File: config.mk
export PLATFORM = sky130hd
export DESIGN_NAME = midpoint_ellipse_rasterizer_top_flat
export DESIGN_NICKNAME = d
export VERILOG_FILES = /design/src/rtl/core/mer_pkg.sv /design/src/rtl/core/mer_if.sv /design/src/rtl/core/midpoint_ellipse_rasterizer_top.sv /design/src/rtl/core/mer_ctrl.sv /design/src/rtl/core/mer_dp.sv /design/src/flat_wrapper.sv
export VERILOG_INCLUDE_DIRS = /design/src /design/src/rtl/core
export SDC_FILE = /design/constraint.sdc
export NUM_CORES = 2
export LEC_CHECK = 0
export BUFFER_PORTS_ARGS = -buffer_cell sky130_fd_sc_hd__buf_2
export CAP_MARGIN = 30
export CORE_MARGIN = 4
export CORE_UTILIZATION = 56
export DETAILED_ROUTE_END_ITERATION = 10
export PLACE_DENSITY_LB_ADDON = 0.05
export SLEW_MARGIN = 20
export SYNTH_ARGS = -nofsm -noshare
export SYNTH_HDL_FRONTEND = slang
export SYNTH_HIERARCHICAL = 1
export SYNTH_SLANG_ARGS = --single-unit
File: constraint.sdc
create_clock -name clk -period 11.3 [get_ports clk]
set_input_delay 1.695 -clock clk [delete_from_list [all_inputs] [get_ports clk]]
set_output_delay 1.695 -clock clk [all_outputs]
set_load 0.005 [all_outputs]
File: src/rtl/core/midpoint_ellipse_rasterizer_top_defines.svh
// Assertion macros for the midpoint ellipse rasterizer.
`ifndef MIDPOINT_ELLIPSE_RASTERIZER_TOP_DEFINES_SVH
`define MIDPOINT_ELLIPSE_RASTERIZER_TOP_DEFINES_SVH

// Check a consequence in the same cycle as its cause.
`define MER_ASSERT_SAME(label, ante, cons, msg) \
	label: assert property (@(posedge clk) disable iff (!arst_n) (ante) |-> (cons)) \
		else $error(msg);

// Check a consequence in the cycle after its cause.
`define MER_ASSERT_NEXT(label, ante, cons, msg) \
	label: assert property (@(posedge clk) disable iff (!arst_n) (ante) |=> (cons)) \
		else $error(msg);

`endif

File: src/rtl/core/mer_pkg.sv
// Shared types and constants of the midpoint ellipse rasterizer.
package mer_pkg;

	// Fixed field widths
	localparam int CENTER_W = 11;
	localparam int AXIS_W   = 10;
	localparam int PIX_W    = 13;

	// Parameter defaults
	localparam int SCREEN_W_DEF  = 800;
	localparam int SCREEN_H_DEF  = 600;
	localparam int AXIS_BITS_DEF = 10;

	// Request operation codes
	localparam logic OP_START = 1'b0;
	localparam logic OP_STEP  = 1'b1;

	// Sequencer step counts (index of the final step)
	localparam int CNT_W      = 3;
	localparam int START_LAST = 3;
	localparam int XOVER_LAST = 5;
	localparam int EMIT_LAST  = 3;

	typedef enum logic [2:0] {
		ST_READY,
		ST_START,
		ST_XOVER,
		ST_UPDATE,
		ST_EMIT
	} ctl_state_t;

	typedef enum logic [1:0] {
		PH_IDLE,
		PH_R1,
		PH_R2
	} phase_t;

	// Multiplier operand pairs
	typedef enum logic [2:0] {
		MS_AA,    // a * a
		MS_BB,    // b * b
		MS_A2Y,   // a^2 * b
		MS_TT,    // (2x+1)^2
		MS_B2P,   // b^2 * previous product
		MS_UU,    // (y-1)^2
		MS_A2P,   // a^2 * previous product
		MS_A2B2   // a^2 * b^2
	} mul_sel_t;

	typedef struct packed {
		logic     load_start;
		logic     mul_en;
		mul_sel_t mul_sel;
		logic     ld_a2;
		logic     ld_b2;
		logic     init_fin;
		logic     acc_ld;
		logic     acc_add;
		logic     xover_fin;
		logic     update;
		logic     region2;
		logic     done;
		logic     emit_ld;
		logic [1:0] emit_idx;
	} dp_cmd_t;

	typedef struct packed {
		logic dx_lt_dy;
		logic y_zero;
		logic y_neg;
		logic out_free;
	} dp_sts_t;

endpackage

File: src/rtl/core/mer_if.sv
// Request and point channel interfaces of the midpoint ellipse rasterizer.
interface mer_in_if;
	logic valid;
	logic ready;
	logic operation;
	logic signed [mer_pkg::CENTER_W-1:0] center_x;
	logic signed [mer_pkg::CENTER_W-1:0] center_y;
	logic [mer_pkg::AXIS_W-1:0] axis_x;
	logic [mer_pkg::AXIS_W-1:0] axis_y;

	modport source (output valid, operation, center_x, center_y, axis_x, axis_y,
		input ready);
	modport sink (input valid, operation, center_x, center_y, axis_x, axis_y,
		output ready);
endinterface

interface mer_out_if;
	logic valid;
	logic ready;
	logic signed [mer_pkg::PIX_W-1:0] pixel_x;
	logic signed [mer_pkg::PIX_W-1:0] pixel_y;
	logic last_of_step;
	logic ellipse_done;

	modport source (output valid, pixel_x, pixel_y, last_of_step, ellipse_done,
		input ready);
	modport sink (input valid, pixel_x, pixel_y, last_of_step, ellipse_done,
		output ready);
endinterface

File: src/rtl/core/midpoint_ellipse_rasterizer_top.sv
// Top level of the midpoint ellipse rasterizer.
// Midpoint ellipse rasterizer. A start request (operation 0) loads the center and the
// semi-axes a and b and sets up the region-1 decision; it runs the accept and then four
// setup steps, in which the one shared multiplier forms a^2, b^2 and a^2*b.
// Each step request (operation 1) yields four points (+x,+y), (-x,+y), (+x,-y), (-x,-y)
// in screen coordinates, the fourth flagged last_of_step, all four flagged ellipse_done
// on the final step. An emitting step runs the accept, an update state and four loads
// that put the points one by one into the single output register, so a slow sink
// stalls the loads. The step at the region crossover first runs a crossover sequence
// in which the shared multiplier forms the region-2 decision as a chain of products. A step
// while no ellipse is active yields nothing. Decisions are exact integers scaled by 4;
// coordinates wrap to 13 bits.
`include "midpoint_ellipse_rasterizer_top_defines.svh"

module midpoint_ellipse_rasterizer_top #(
	parameter int SCREEN_W  = mer_pkg::SCREEN_W_DEF,
	parameter int SCREEN_H  = mer_pkg::SCREEN_H_DEF,
	parameter int AXIS_BITS = mer_pkg::AXIS_BITS_DEF
) (
	input  logic       clk,
	input  logic       arst_n,
	mer_in_if.sink     request,
	mer_out_if.source  point
);

	mer_pkg::dp_cmd_t ctl_cmd;
	mer_pkg::dp_sts_t dp_sts;
	logic in_ready;
	logic start_accept;

	mer_ctrl u_ctrl (
		.clk      (clk),
		.arst_n   (arst_n),
		.in_valid (request.valid),
		.in_op    (request.operation),
		.in_ready (in_ready),
		.cmd      (ctl_cmd),
		.sts      (dp_sts)
	);

	mer_dp #(
		.SCREEN_W  (SCREEN_W),
		.SCREEN_H  (SCREEN_H),
		.AXIS_BITS (AXIS_BITS)
	) u_dp (
		.clk          (clk),
		.arst_n       (arst_n),
		.center_x     (request.center_x),
		.center_y     (request.center_y),
		.axis_x       (request.axis_x),
		.axis_y       (request.axis_y),
		.cmd          (ctl_cmd),
		.sts          (dp_sts),
		.out_valid    (point.valid),
		.out_ready    (point.ready),
		.pixel_x      (point.pixel_x),
		.pixel_y      (point.pixel_y),
		.last_of_step (point.last_of_step),
		.ellipse_done (point.ellipse_done)
	);

	assign request.ready = in_ready;

	// Flag an accepted start request
	assign start_accept = request.valid && request.ready &&
		(request.operation == mer_pkg::OP_START);

	// Never overwrite a point that the sink has not taken
	`MER_ASSERT_SAME(a_emit_slot, ctl_cmd.emit_ld, dp_sts.out_free, "point loaded over an untaken point")
	// A start request always runs the setup sequence
	`MER_ASSERT_NEXT(a_start_busy, start_accept, !request.ready, "start request skipped the setup")
	// An update is always followed by point output
	`MER_ASSERT_NEXT(a_update_emit, ctl_cmd.update, !request.ready, "update not followed by point output")

endmodule

File: src/rtl/core/mer_ctrl.sv
// Controller of the midpoint ellipse rasterizer: sequences setup, crossover and point output.
module mer_ctrl (
	input  logic              clk,
	input  logic              arst_n,
	input  logic              in_valid,
	input  logic              in_op,
	output logic              in_ready,
	output mer_pkg::dp_cmd_t  cmd,
	input  mer_pkg::dp_sts_t  sts
);

	mer_pkg::ctl_state_t state_q, state_d;
	mer_pkg::phase_t     phase_q, phase_d;
	logic [mer_pkg::CNT_W-1:0] cnt_q, cnt_d;
	logic accept;

	assign accept = in_valid && (state_q == mer_pkg::ST_READY);

	// Hold control state
	always_ff @(posedge clk or negedge arst_n) begin
		if (!arst_n) begin
			state_q <= mer_pkg::ST_READY;
			phase_q <= mer_pkg::PH_IDLE;
			cnt_q   <= '0;
		end else begin
			state_q <= state_d;
			phase_q <= phase_d;
			cnt_q   <= cnt_d;
		end
	end

	// Next state, phase and step count
	always_comb begin
		state_d = state_q;
		phase_d = phase_q;
		cnt_d   = cnt_q;
		unique case (state_q)
			mer_pkg::ST_READY: begin
				if (accept) begin
					if (in_op == mer_pkg::OP_START) begin
						state_d = mer_pkg::ST_START;
						phase_d = mer_pkg::PH_R1;
						cnt_d   = '0;
					end else if (phase_q == mer_pkg::PH_R1 && !sts.dx_lt_dy) begin
						state_d = mer_pkg::ST_XOVER;
						cnt_d   = '0;
					end else if (phase_q != mer_pkg::PH_IDLE) begin
						state_d = mer_pkg::ST_UPDATE;
					end
				end
			end
			mer_pkg::ST_START: begin
				cnt_d = cnt_q + 1'b1;
				if (cnt_q == mer_pkg::CNT_W'(mer_pkg::START_LAST)) begin
					state_d = mer_pkg::ST_READY;
				end
			end
			mer_pkg::ST_XOVER: begin
				cnt_d = cnt_q + 1'b1;
				if (cnt_q == mer_pkg::CNT_W'(mer_pkg::XOVER_LAST)) begin
					phase_d = mer_pkg::PH_R2;
					state_d = mer_pkg::ST_UPDATE;
				end
			end
			mer_pkg::ST_UPDATE: begin
				if (phase_q == mer_pkg::PH_R2 && sts.y_neg) begin
					// Ellipse already finished: drop the step
					phase_d = mer_pkg::PH_IDLE;
					state_d = mer_pkg::ST_READY;
				end else begin
					if (phase_q == mer_pkg::PH_R2 && sts.y_zero) begin
						phase_d = mer_pkg::PH_IDLE;
					end
					state_d = mer_pkg::ST_EMIT;
					cnt_d   = '0;
				end
			end
			mer_pkg::ST_EMIT: begin
				if (sts.out_free) begin
					if (cnt_q == mer_pkg::CNT_W'(mer_pkg::EMIT_LAST)) begin
						state_d = mer_pkg::ST_READY;
					end else begin
						cnt_d = cnt_q + 1'b1;
					end
				end
			end
			default: begin
				state_d = mer_pkg::ST_READY;
			end
		endcase
	end

	// Datapath commands
	always_comb begin
		cmd      = '0;
		in_ready = (state_q == mer_pkg::ST_READY);
		unique case (state_q)
			mer_pkg::ST_READY: begin
				cmd.load_start = accept && (in_op == mer_pkg::OP_START);
			end
			mer_pkg::ST_START: begin
				case (cnt_q)
					3'd0: begin
						cmd.mul_en  = 1'b1;
						cmd.mul_sel = mer_pkg::MS_AA;
					end
					3'd1: begin
						cmd.ld_a2   = 1'b1;
						cmd.mul_en  = 1'b1;
						cmd.mul_sel = mer_pkg::MS_BB;
					end
					3'd2: begin
						cmd.ld_b2   = 1'b1;
						cmd.mul_en  = 1'b1;
						cmd.mul_sel = mer_pkg::MS_A2Y;
					end
					default: begin
						cmd.init_fin = 1'b1;
					end
				endcase
			end
			mer_pkg::ST_XOVER: begin
				case (cnt_q)
					3'd0: begin
						cmd.mul_en  = 1'b1;
						cmd.mul_sel = mer_pkg::MS_TT;
					end
					3'd1: begin
						cmd.mul_en  = 1'b1;
						cmd.mul_sel = mer_pkg::MS_B2P;
					end
					3'd2: begin
						cmd.acc_ld  = 1'b1;
						cmd.mul_en  = 1'b1;
						cmd.mul_sel = mer_pkg::MS_UU;
					end
					3'd3: begin
						cmd.mul_en  = 1'b1;
						cmd.mul_sel = mer_pkg::MS_A2P;
					end
					3'd4: begin
						cmd.acc_add = 1'b1;
						cmd.mul_en  = 1'b1;
						cmd.mul_sel = mer_pkg::MS_A2B2;
					end
					default: begin
						cmd.xover_fin = 1'b1;
					end
				endcase
			end
			mer_pkg::ST_UPDATE: begin
				cmd.update  = !(phase_q == mer_pkg::PH_R2 && sts.y_neg);
				cmd.region2 = (phase_q == mer_pkg::PH_R2);
				cmd.done    = (phase_q == mer_pkg::PH_R2) && sts.y_zero;
			end
			mer_pkg::ST_EMIT: begin
				cmd.emit_ld  = sts.out_free;
				cmd.emit_idx = cnt_q[1:0];
			end
			default: begin
				cmd = '0;
			end
		endcase
	end

endmodule

File: src/rtl/core/mer_dp.sv
// Datapath of the midpoint ellipse rasterizer: position, decision, shared multiplier, point register.
module mer_dp #(
	parameter int SCREEN_W  = mer_pkg::SCREEN_W_DEF,
	parameter int SCREEN_H  = mer_pkg::SCREEN_H_DEF,
	parameter int AXIS_BITS = mer_pkg::AXIS_BITS_DEF
) (
	input  logic                                clk,
	input  logic                                arst_n,
	input  logic signed [mer_pkg::CENTER_W-1:0] center_x,
	input  logic signed [mer_pkg::CENTER_W-1:0] center_y,
	input  logic [mer_pkg::AXIS_W-1:0]          axis_x,
	input  logic [mer_pkg::AXIS_W-1:0]          axis_y,
	input  mer_pkg::dp_cmd_t                    cmd,
	output mer_pkg::dp_sts_t                    sts,
	output logic                                out_valid,
	input  logic                                out_ready,
	output logic signed [mer_pkg::PIX_W-1:0]    pixel_x,
	output logic signed [mer_pkg::PIX_W-1:0]    pixel_y,
	output logic                                last_of_step,
	output logic                                ellipse_done
);

	// Effective semi-axis width and derived datapath widths
	localparam int AW = (AXIS_BITS < mer_pkg::AXIS_W) ? AXIS_BITS : mer_pkg::AXIS_W;
	localparam int XW = AW + 1;
	localparam int YW = AW + 2;
	localparam int MW = 2 * AW + 4;
	localparam int DW = 2 * MW;
	localparam int SW = 3 * AW + 3;
	localparam int EW = ((AW + 2 > 12) ? AW + 2 : 12) + 2;
	localparam int HX = SCREEN_W / 2;
	localparam int HY = SCREEN_H / 2;

	logic signed [mer_pkg::CENTER_W-1:0] cx_q, cy_q;
	logic [AW-1:0]          a_q;
	logic [2*AW-1:0]        a2_q, b2_q;
	logic [XW-1:0]          pos_x_q, nx;
	logic signed [YW-1:0]   pos_y_q, ny;
	logic signed [SW-1:0]   dx_q, dy_q, ndx, ndy;
	logic signed [DW-1:0]   dec_q, ndec, acc_q;
	logic [DW-1:0]          prod_q;
	logic [XW-1:0]          snap_x_q;
	logic signed [YW-1:0]   snap_y_q;
	logic                   snap_done_q;
	logic                   out_valid_q;
	logic signed [mer_pkg::PIX_W-1:0] pixel_x_q, pixel_y_q;
	logic                   last_q, done_q;

	logic [MW-1:0]          op_a, op_b, y_op;
	logic [YW-1:0]          t_val, u_mag;
	logic signed [YW-1:0]   u_val;
	logic signed [DW-1:0]   prod_s, a2_e, b2_e, dxi_e, dyd_e;
	logic signed [SW-1:0]   b2x2, a2x2, dx_inc, dy_dec;
	logic signed [EW-1:0]   hx_e, hy_e, cx_e, cy_e, x_e, y_e, px, py;

	// Extend squares and products into the decision width
	assign prod_s = signed'(prod_q);
	assign a2_e   = signed'({{(DW-2*AW){1'b0}}, a2_q});
	assign b2_e   = signed'({{(DW-2*AW){1'b0}}, b2_q});
	assign b2x2   = signed'({{(SW-2*AW-1){1'b0}}, b2_q, 1'b0});
	assign a2x2   = signed'({{(SW-2*AW-1){1'b0}}, a2_q, 1'b0});
	assign dx_inc = dx_q + b2x2;
	assign dy_dec = dy_q - a2x2;
	assign dxi_e  = DW'(dx_inc);
	assign dyd_e  = DW'(dy_dec);

	// Crossover terms 2x+1 and |y-1|
	assign t_val = {pos_x_q, 1'b1};
	assign u_val = pos_y_q - 1'b1;
	assign u_mag = u_val[YW-1] ? $unsigned(-u_val) : $unsigned(u_val);
	assign y_op  = MW'($unsigned(pos_y_q));

	// Select multiplier operands
	always_comb begin
		unique case (cmd.mul_sel)
			mer_pkg::MS_AA: begin
				op_a = MW'(a_q);
				op_b = MW'(a_q);
			end
			mer_pkg::MS_BB: begin
				op_a = y_op;
				op_b = y_op;
			end
			mer_pkg::MS_A2Y: begin
				op_a = MW'(a2_q);
				op_b = y_op;
			end
			mer_pkg::MS_TT: begin
				op_a = MW'(t_val);
				op_b = MW'(t_val);
			end
			mer_pkg::MS_B2P: begin
				op_a = MW'(b2_q);
				op_b = prod_q[MW-1:0];
			end
			mer_pkg::MS_UU: begin
				op_a = MW'(u_mag);
				op_b = MW'(u_mag);
			end
			mer_pkg::MS_A2P: begin
				op_a = MW'(a2_q);
				op_b = prod_q[MW-1:0];
			end
			mer_pkg::MS_A2B2: begin
				op_a = MW'(a2_q);
				op_b = MW'(b2_q);
			end
		endcase
	end

	// Register the product
	always_ff @(posedge clk) begin
		if (cmd.mul_en) begin
			prod_q <= op_a * op_b;
		end
	end

	// Advance one point in region 1 or region 2
	always_comb begin
		nx   = pos_x_q;
		ny   = pos_y_q;
		ndx  = dx_q;
		ndy  = dy_q;
		ndec = dec_q;
		if (!cmd.region2) begin
			nx  = pos_x_q + 1'b1;
			ndx = dx_inc;
			if (dec_q[DW-1]) begin
				ndec = dec_q + ((dxi_e + b2_e) <<< 2);
			end else begin
				ny   = pos_y_q - 1'b1;
				ndy  = dy_dec;
				ndec = dec_q + ((dxi_e - dyd_e + b2_e) <<< 2);
			end
		end else begin
			ny  = pos_y_q - 1'b1;
			ndy = dy_dec;
			if (!dec_q[DW-1] && (dec_q != '0)) begin
				ndec = dec_q + ((a2_e - dyd_e) <<< 2);
			end else begin
				nx   = pos_x_q + 1'b1;
				ndx  = dx_inc;
				ndec = dec_q + ((dxi_e - dyd_e + a2_e) <<< 2);
			end
		end
	end

	// Hold ellipse state
	always_ff @(posedge clk) begin
		if (cmd.load_start) begin
			cx_q    <= center_x;
			cy_q    <= center_y;
			a_q     <= axis_x[AW-1:0];
			pos_x_q <= '0;
			pos_y_q <= signed'({2'b00, axis_y[AW-1:0]});
			dx_q    <= '0;
		end else if (cmd.update) begin
			pos_x_q <= nx;
			pos_y_q <= ny;
			dx_q    <= ndx;
		end
		if (cmd.ld_a2) begin
			a2_q <= prod_q[2*AW-1:0];
		end
		if (cmd.ld_b2) begin
			b2_q <= prod_q[2*AW-1:0];
		end
		if (cmd.init_fin) begin
			dy_q  <= signed'({prod_q[SW-2:0], 1'b0});
			dec_q <= (b2_e <<< 2) - (prod_s <<< 2) + a2_e;
		end else if (cmd.xover_fin) begin
			dec_q <= acc_q - (prod_s <<< 2);
		end else if (cmd.update) begin
			dy_q  <= ndy;
			dec_q <= ndec;
		end
		if (cmd.acc_ld) begin
			acc_q <= prod_s;
		end else if (cmd.acc_add) begin
			acc_q <= acc_q + (prod_s <<< 2);
		end
		if (cmd.update) begin
			snap_x_q    <= pos_x_q;
			snap_y_q    <= pos_y_q;
			snap_done_q <= cmd.done;
		end
	end

	// Map the snapped position to screen coordinates; idx bit 0 mirrors x, bit 1 mirrors y
	assign hx_e = EW'(HX);
	assign hy_e = EW'(HY);
	assign cx_e = EW'(cx_q);
	assign cy_e = EW'(cy_q);
	assign x_e  = signed'(EW'(snap_x_q));
	assign y_e  = EW'(snap_y_q);
	assign px   = hx_e + cx_e + (cmd.emit_idx[0] ? -x_e : x_e);
	assign py   = hy_e - (cy_e + (cmd.emit_idx[1] ? -y_e : y_e));

	// Point output register
	always_ff @(posedge clk or negedge arst_n) begin
		if (!arst_n) begin
			out_valid_q <= 1'b0;
		end else if (cmd.emit_ld) begin
			out_valid_q <= 1'b1;
		end else if (out_ready) begin
			out_valid_q <= 1'b0;
		end
	end

	always_ff @(posedge clk) begin
		if (cmd.emit_ld) begin
			pixel_x_q <= px[mer_pkg::PIX_W-1:0];
			pixel_y_q <= py[mer_pkg::PIX_W-1:0];
			last_q    <= (cmd.emit_idx == 2'(mer_pkg::EMIT_LAST));
			done_q    <= snap_done_q;
		end
	end

	// Status back to the controller
	assign sts.dx_lt_dy = (dx_q < dy_q);
	assign sts.y_zero   = (pos_y_q == '0);
	assign sts.y_neg    = pos_y_q[YW-1];
	assign sts.out_free = !out_valid_q || out_ready;

	assign out_valid    = out_valid_q;
	assign pixel_x      = pixel_x_q;
	assign pixel_y      = pixel_y_q;
	assign last_of_step = last_q;
	assign ellipse_done = done_q;

endmodule
File: src/flat_wrapper.sv
// flat-port wrapper written by rule: the top's interface ports become plain ports
module midpoint_ellipse_rasterizer_top_flat 
#(
	parameter int SCREEN_W  = mer_pkg::SCREEN_W_DEF,
	parameter int SCREEN_H  = mer_pkg::SCREEN_H_DEF,
	parameter int AXIS_BITS = mer_pkg::AXIS_BITS_DEF
)
  (clk, arst_n, request_valid, request_operation, request_center_x, request_center_y, request_axis_x, request_axis_y, request_ready, point_valid, point_pixel_x, point_pixel_y, point_last_of_step, point_ellipse_done, point_ready);
  mer_in_if request_i ();
  mer_out_if point_i ();
  input  logic clk;
  input  logic arst_n;
  input wire logic [$bits(request_i.valid)-1:0] request_valid;
  input wire logic [$bits(request_i.operation)-1:0] request_operation;
  input wire logic [$bits(request_i.center_x)-1:0] request_center_x;
  input wire logic [$bits(request_i.center_y)-1:0] request_center_y;
  input wire logic [$bits(request_i.axis_x)-1:0] request_axis_x;
  input wire logic [$bits(request_i.axis_y)-1:0] request_axis_y;
  output wire logic [$bits(request_i.ready)-1:0] request_ready;
  output wire logic [$bits(point_i.valid)-1:0] point_valid;
  output wire logic [$bits(point_i.pixel_x)-1:0] point_pixel_x;
  output wire logic [$bits(point_i.pixel_y)-1:0] point_pixel_y;
  output wire logic [$bits(point_i.last_of_step)-1:0] point_last_of_step;
  output wire logic [$bits(point_i.ellipse_done)-1:0] point_ellipse_done;
  input wire logic [$bits(point_i.ready)-1:0] point_ready;
  assign request_i.valid = request_valid;
  assign request_i.operation = request_operation;
  assign request_i.center_x = request_center_x;
  assign request_i.center_y = request_center_y;
  assign request_i.axis_x = request_axis_x;
  assign request_i.axis_y = request_axis_y;
  assign request_ready = request_i.ready;
  assign point_valid = point_i.valid;
  assign point_pixel_x = point_i.pixel_x;
  assign point_pixel_y = point_i.pixel_y;
  assign point_last_of_step = point_i.last_of_step;
  assign point_ellipse_done = point_i.ellipse_done;
  assign point_i.ready = point_ready;
  midpoint_ellipse_rasterizer_top #(.SCREEN_W(SCREEN_W), .SCREEN_H(SCREEN_H), .AXIS_BITS(AXIS_BITS)) u_core (.clk(clk), .arst_n(arst_n), .request(request_i), .point(point_i));
endmodule
==> flow_summary.json <==
{
  "setup_viol": 0,
  "ys_async_sr_fraction": 0.0248,
  "cts_tree": "done",
  "cp_slowest_cell": "fa_1",
  "yosys-top-cells-count": "inv_1, nand2_1, ha_1",
  "area_growth_pct": 7.49,
  "drt_first_pass_iters": 6,
  "synth.top_cell.area_share": 0.178,
  "grt_max_degree": 87,
  "wl_um": 173000,
  "grt_usage": 0.347,
  "netlist_instances": 6194,
  "yosys_warnings": 6,
  "synthTopCellsByArea": "edfxtp_1, fa_1, ha_1, inv_1, xnor2_1",
  "ant_nets": 0,
  "grt_pass1_vias": 44588,
  "final_hold_viol_count": 0,
  "post-place-cells": 7440,
  "relSlewSlack": 0.305,
  "nets": 7297,
  "r2r_end": "u_core/u_dp/prod_q[46]$_DFFE_PP_",
  "period_share": 0.956,
  "synth_nets": 7244,
  "cts_max_path_buffers": 3,
  "crit_fanout": 12,
  "hpwl_um": 142000,
  "synth_edf_count": 309,
  "cts_hold_buffers": 0,
  "globalplace.congestion": 1.02,
  "fmax_mhz": 92.6,
  "rr_worst_depth": 37,
  "die_x_um": 313,
  "synth_area_per_cell_sq_um": 8.43,
  "avgRoutedWirePerCell_um": 22.9,
  "grt_antenna_before_repair": 1,
  "cp-endpoint": "u_core/u_dp/prod_q[46]$_DFFE_PP_",
  "via_count": 45868,
  "port_buffers": 76,
  "post-route-util": 0.609,
  "clkSinkCount": 363,
  "end_kind": "register",
  "insertion_delay_ns": 0.65,
  "grt_overflow": 0,
  "io_pins": 77,
  "tightest_slew_ns": 1.03,
  "netlist_area_sq_um": 52200,
  "yosysUniqueCellTypes": 106,
  "die_h_um": 313,
  "grt_pass1_wl_um": 263000,
  "rsz0062_at_grt": "yes",
  "critPathRequiredTime_ns": 11.67,
  "fillers": 8312,
  "dpl_cell_area_sq_um": 54500,
  "synth_seq_cells": 363,
  "max_cap_violations": 0,
  "skew_ns": 0.0415,
  "arrival_ns": 11.18,
  "outcome": "finished, final reports clean",
  "crit_start": "u_core/u_dp/pos_y_q[2]$_DFFE_PP_",
  "slew_violations": 0,
  "drive_gt1_frac": 0.0611,
  "startpoint_type": "register",
  "period_needed_ns": 10.80,
  "ys_seq_area_frac": 0.199,
  "reg2reg_from": "u_core/u_dp/pos_y_q[2]$_DFFE_PP_",
  "ys.flop_type": "edfxtp_1",
  "cpPeakStageDelay_ns": 0.55,
  "cp_common_cell": "fa_1",
  "num_rows": 111,
  "numCtsBuffers": 47,
  "critPathKind": "register to register",
  "stdcell_count": 7529,
  "htreeDepth": 2,
  "drtIter0Drc": 4184,
  "setup_tns_ns": 0,
  "hp-class": "register to register",
  "yosysTopAreaCell": "edfxtp_1",
  "cts_root_buf": "clkbuf_16",
  "clkSlewWorstSetupHoldPaths_ns": 0.06,
  "synth.most_common_cell": "inv_1",
  "fin_area_sq_um": 56100,
  "post-route-drc-count": 0,
  "fp.dieArea_sq_um": 98100,
  "vias_per_cell": 6.09,
  "start_util": 0.567,
  "fp.coreArea_sq_um": 92100,
  "reg2reg_slack_ns": 0.50
}
==> flip-flops by register name, summed over array words and instances (netlist names), 3 cells and up <==
name,count
u_core/u_ctrl/cnt_q,3
u_core/u_ctrl/state_q,3
u_core/u_dp/a2_q,20
u_core/u_dp/a_q,10
u_core/u_dp/acc_q,48
u_core/u_dp/b2_q,20
u_core/u_dp/cx_q,11
u_core/u_dp/cy_q,11
u_core/u_dp/dec_q,48
u_core/u_dp/dx_q,32
u_core/u_dp/dy_q,32
u_core/u_dp/pixel_x,13
u_core/u_dp/pixel_y,13
u_core/u_dp/pos_x_q,11
u_core/u_dp/pos_y_q,12
u_core/u_dp/prod_q,47
u_core/u_dp/snap_x_q,11
u_core/u_dp/snap_y_q,12
==> metrics by stage <==
step                      setup WS [ns]  hold slack (ns)
final                             0.498            0.420
after global routing           -0.00685            0.439
after CTS                         0.350            0.422
after detailed placement          0.381            0.407
after global placement            0.590            0.400
after floorplan                    1.39            0.400
==> cells in the final DEF, fill, tap and decap left out, types with 76 or more instances in the layout <==
cell type    n
inv_1      842
nand2_1    679
ha_1       577
nor2_1     501
a21oi_1    471
fa_1       426
xnor2_1    321
edfxtp_1   309
o21ai_0    245
a21o_1     166
buf_4      137
xor2_1     132
nor3_1     102
nand3_1     96
buf_2       78
a211oi_1    76
==> routing by layer <==
layer  up-vias  GRT usage  wire, um
li1      21264          -         -
met1     22333      0.477     72000
met2      1909      0.556     78100
met3       362     0.0515     14600
met4         0      0.135      7960
met5         -          0         0
==> repair_timing <==
| item | 4_1_cts | 5_1_grt |
|---|---|---|
| buffers inserted | 0 | 0 |
| resized for setup | 0 | 9 |
| setup endpoints to repair | 0 | 6 |
| hold endpoints to repair | 0 | 0 |
==> layout make-up <==
type                       count  area, sq um  area share
sequential                   363        10400       0.185
inverter                     844         3170      0.0565
clock inverter                28          269     0.00480
multi-input combinational   4775        38000       0.677
clock buffer                  59         1270      0.0227
timing repair buffer         216         1450      0.0258
antenna                        1         2.50   0.0000446
tap                         1243         1560      0.0277
==> worst min-delay path by stage <==
| stage | from | end | cells after the start |
|---|---|---|---|
| 6_report | u_core/u_dp/snap_done_q$_DFFE_PP_ | u_core/u_dp/ellipse_done$_DFFE_PP_ | 0 |
| 5_1_grt | u_core/u_dp/snap_done_q$_DFFE_PP_ | u_core/u_dp/ellipse_done$_DFFE_PP_ | 0 |
| 4_1_cts | u_core/u_dp/snap_done_q$_DFFE_PP_ | u_core/u_dp/ellipse_done$_DFFE_PP_ | 0 |
| 3_5_place_dp | u_core/u_dp/snap_done_q$_DFFE_PP_ | u_core/u_dp/ellipse_done$_DFFE_PP_ | 0 |
| 3_3_place_gp | u_core/u_dp/snap_done_q$_DFFE_PP_ | u_core/u_dp/ellipse_done$_DFFE_PP_ | 0 |
| 2_1_floorplan | u_core/u_dp/snap_done_q$_DFFE_PP_ | u_core/u_dp/ellipse_done$_DFFE_PP_ | 0 |
==> logic make-up after synthesis <==
kind of cell | count (synthesis) | synth area share
adders and majority gates | 1003 | 0.302
AOI/OAI and AO/OA | 1451 | 0.178
and+or+nand+nor | 1828 | 0.161
xor gates and xnor gates | 455 | 0.0764
DFF | 363 | 0.199
buffers and inverters | 1056 | 0.0762
muxes | 38 | 0.00750
==> critical path, delay by kind of cell, from the launching register on <==
kind / cells / cell delay [ns]
XOR/XNOR: 1 / 0.23
AND/OR/NAND/NOR: 7 / 1.83
flip-flops: 1 / 0.49
AO/OA/AOI/OAI: 15 / 3.82
buffers and inverters: 5 / 0.51
adder cells (fa/ha/maj): 9 / 3.65
Power is not shown: default switching activity piles up to over one toggle a cycle in this logic, so the estimate is an artifact.
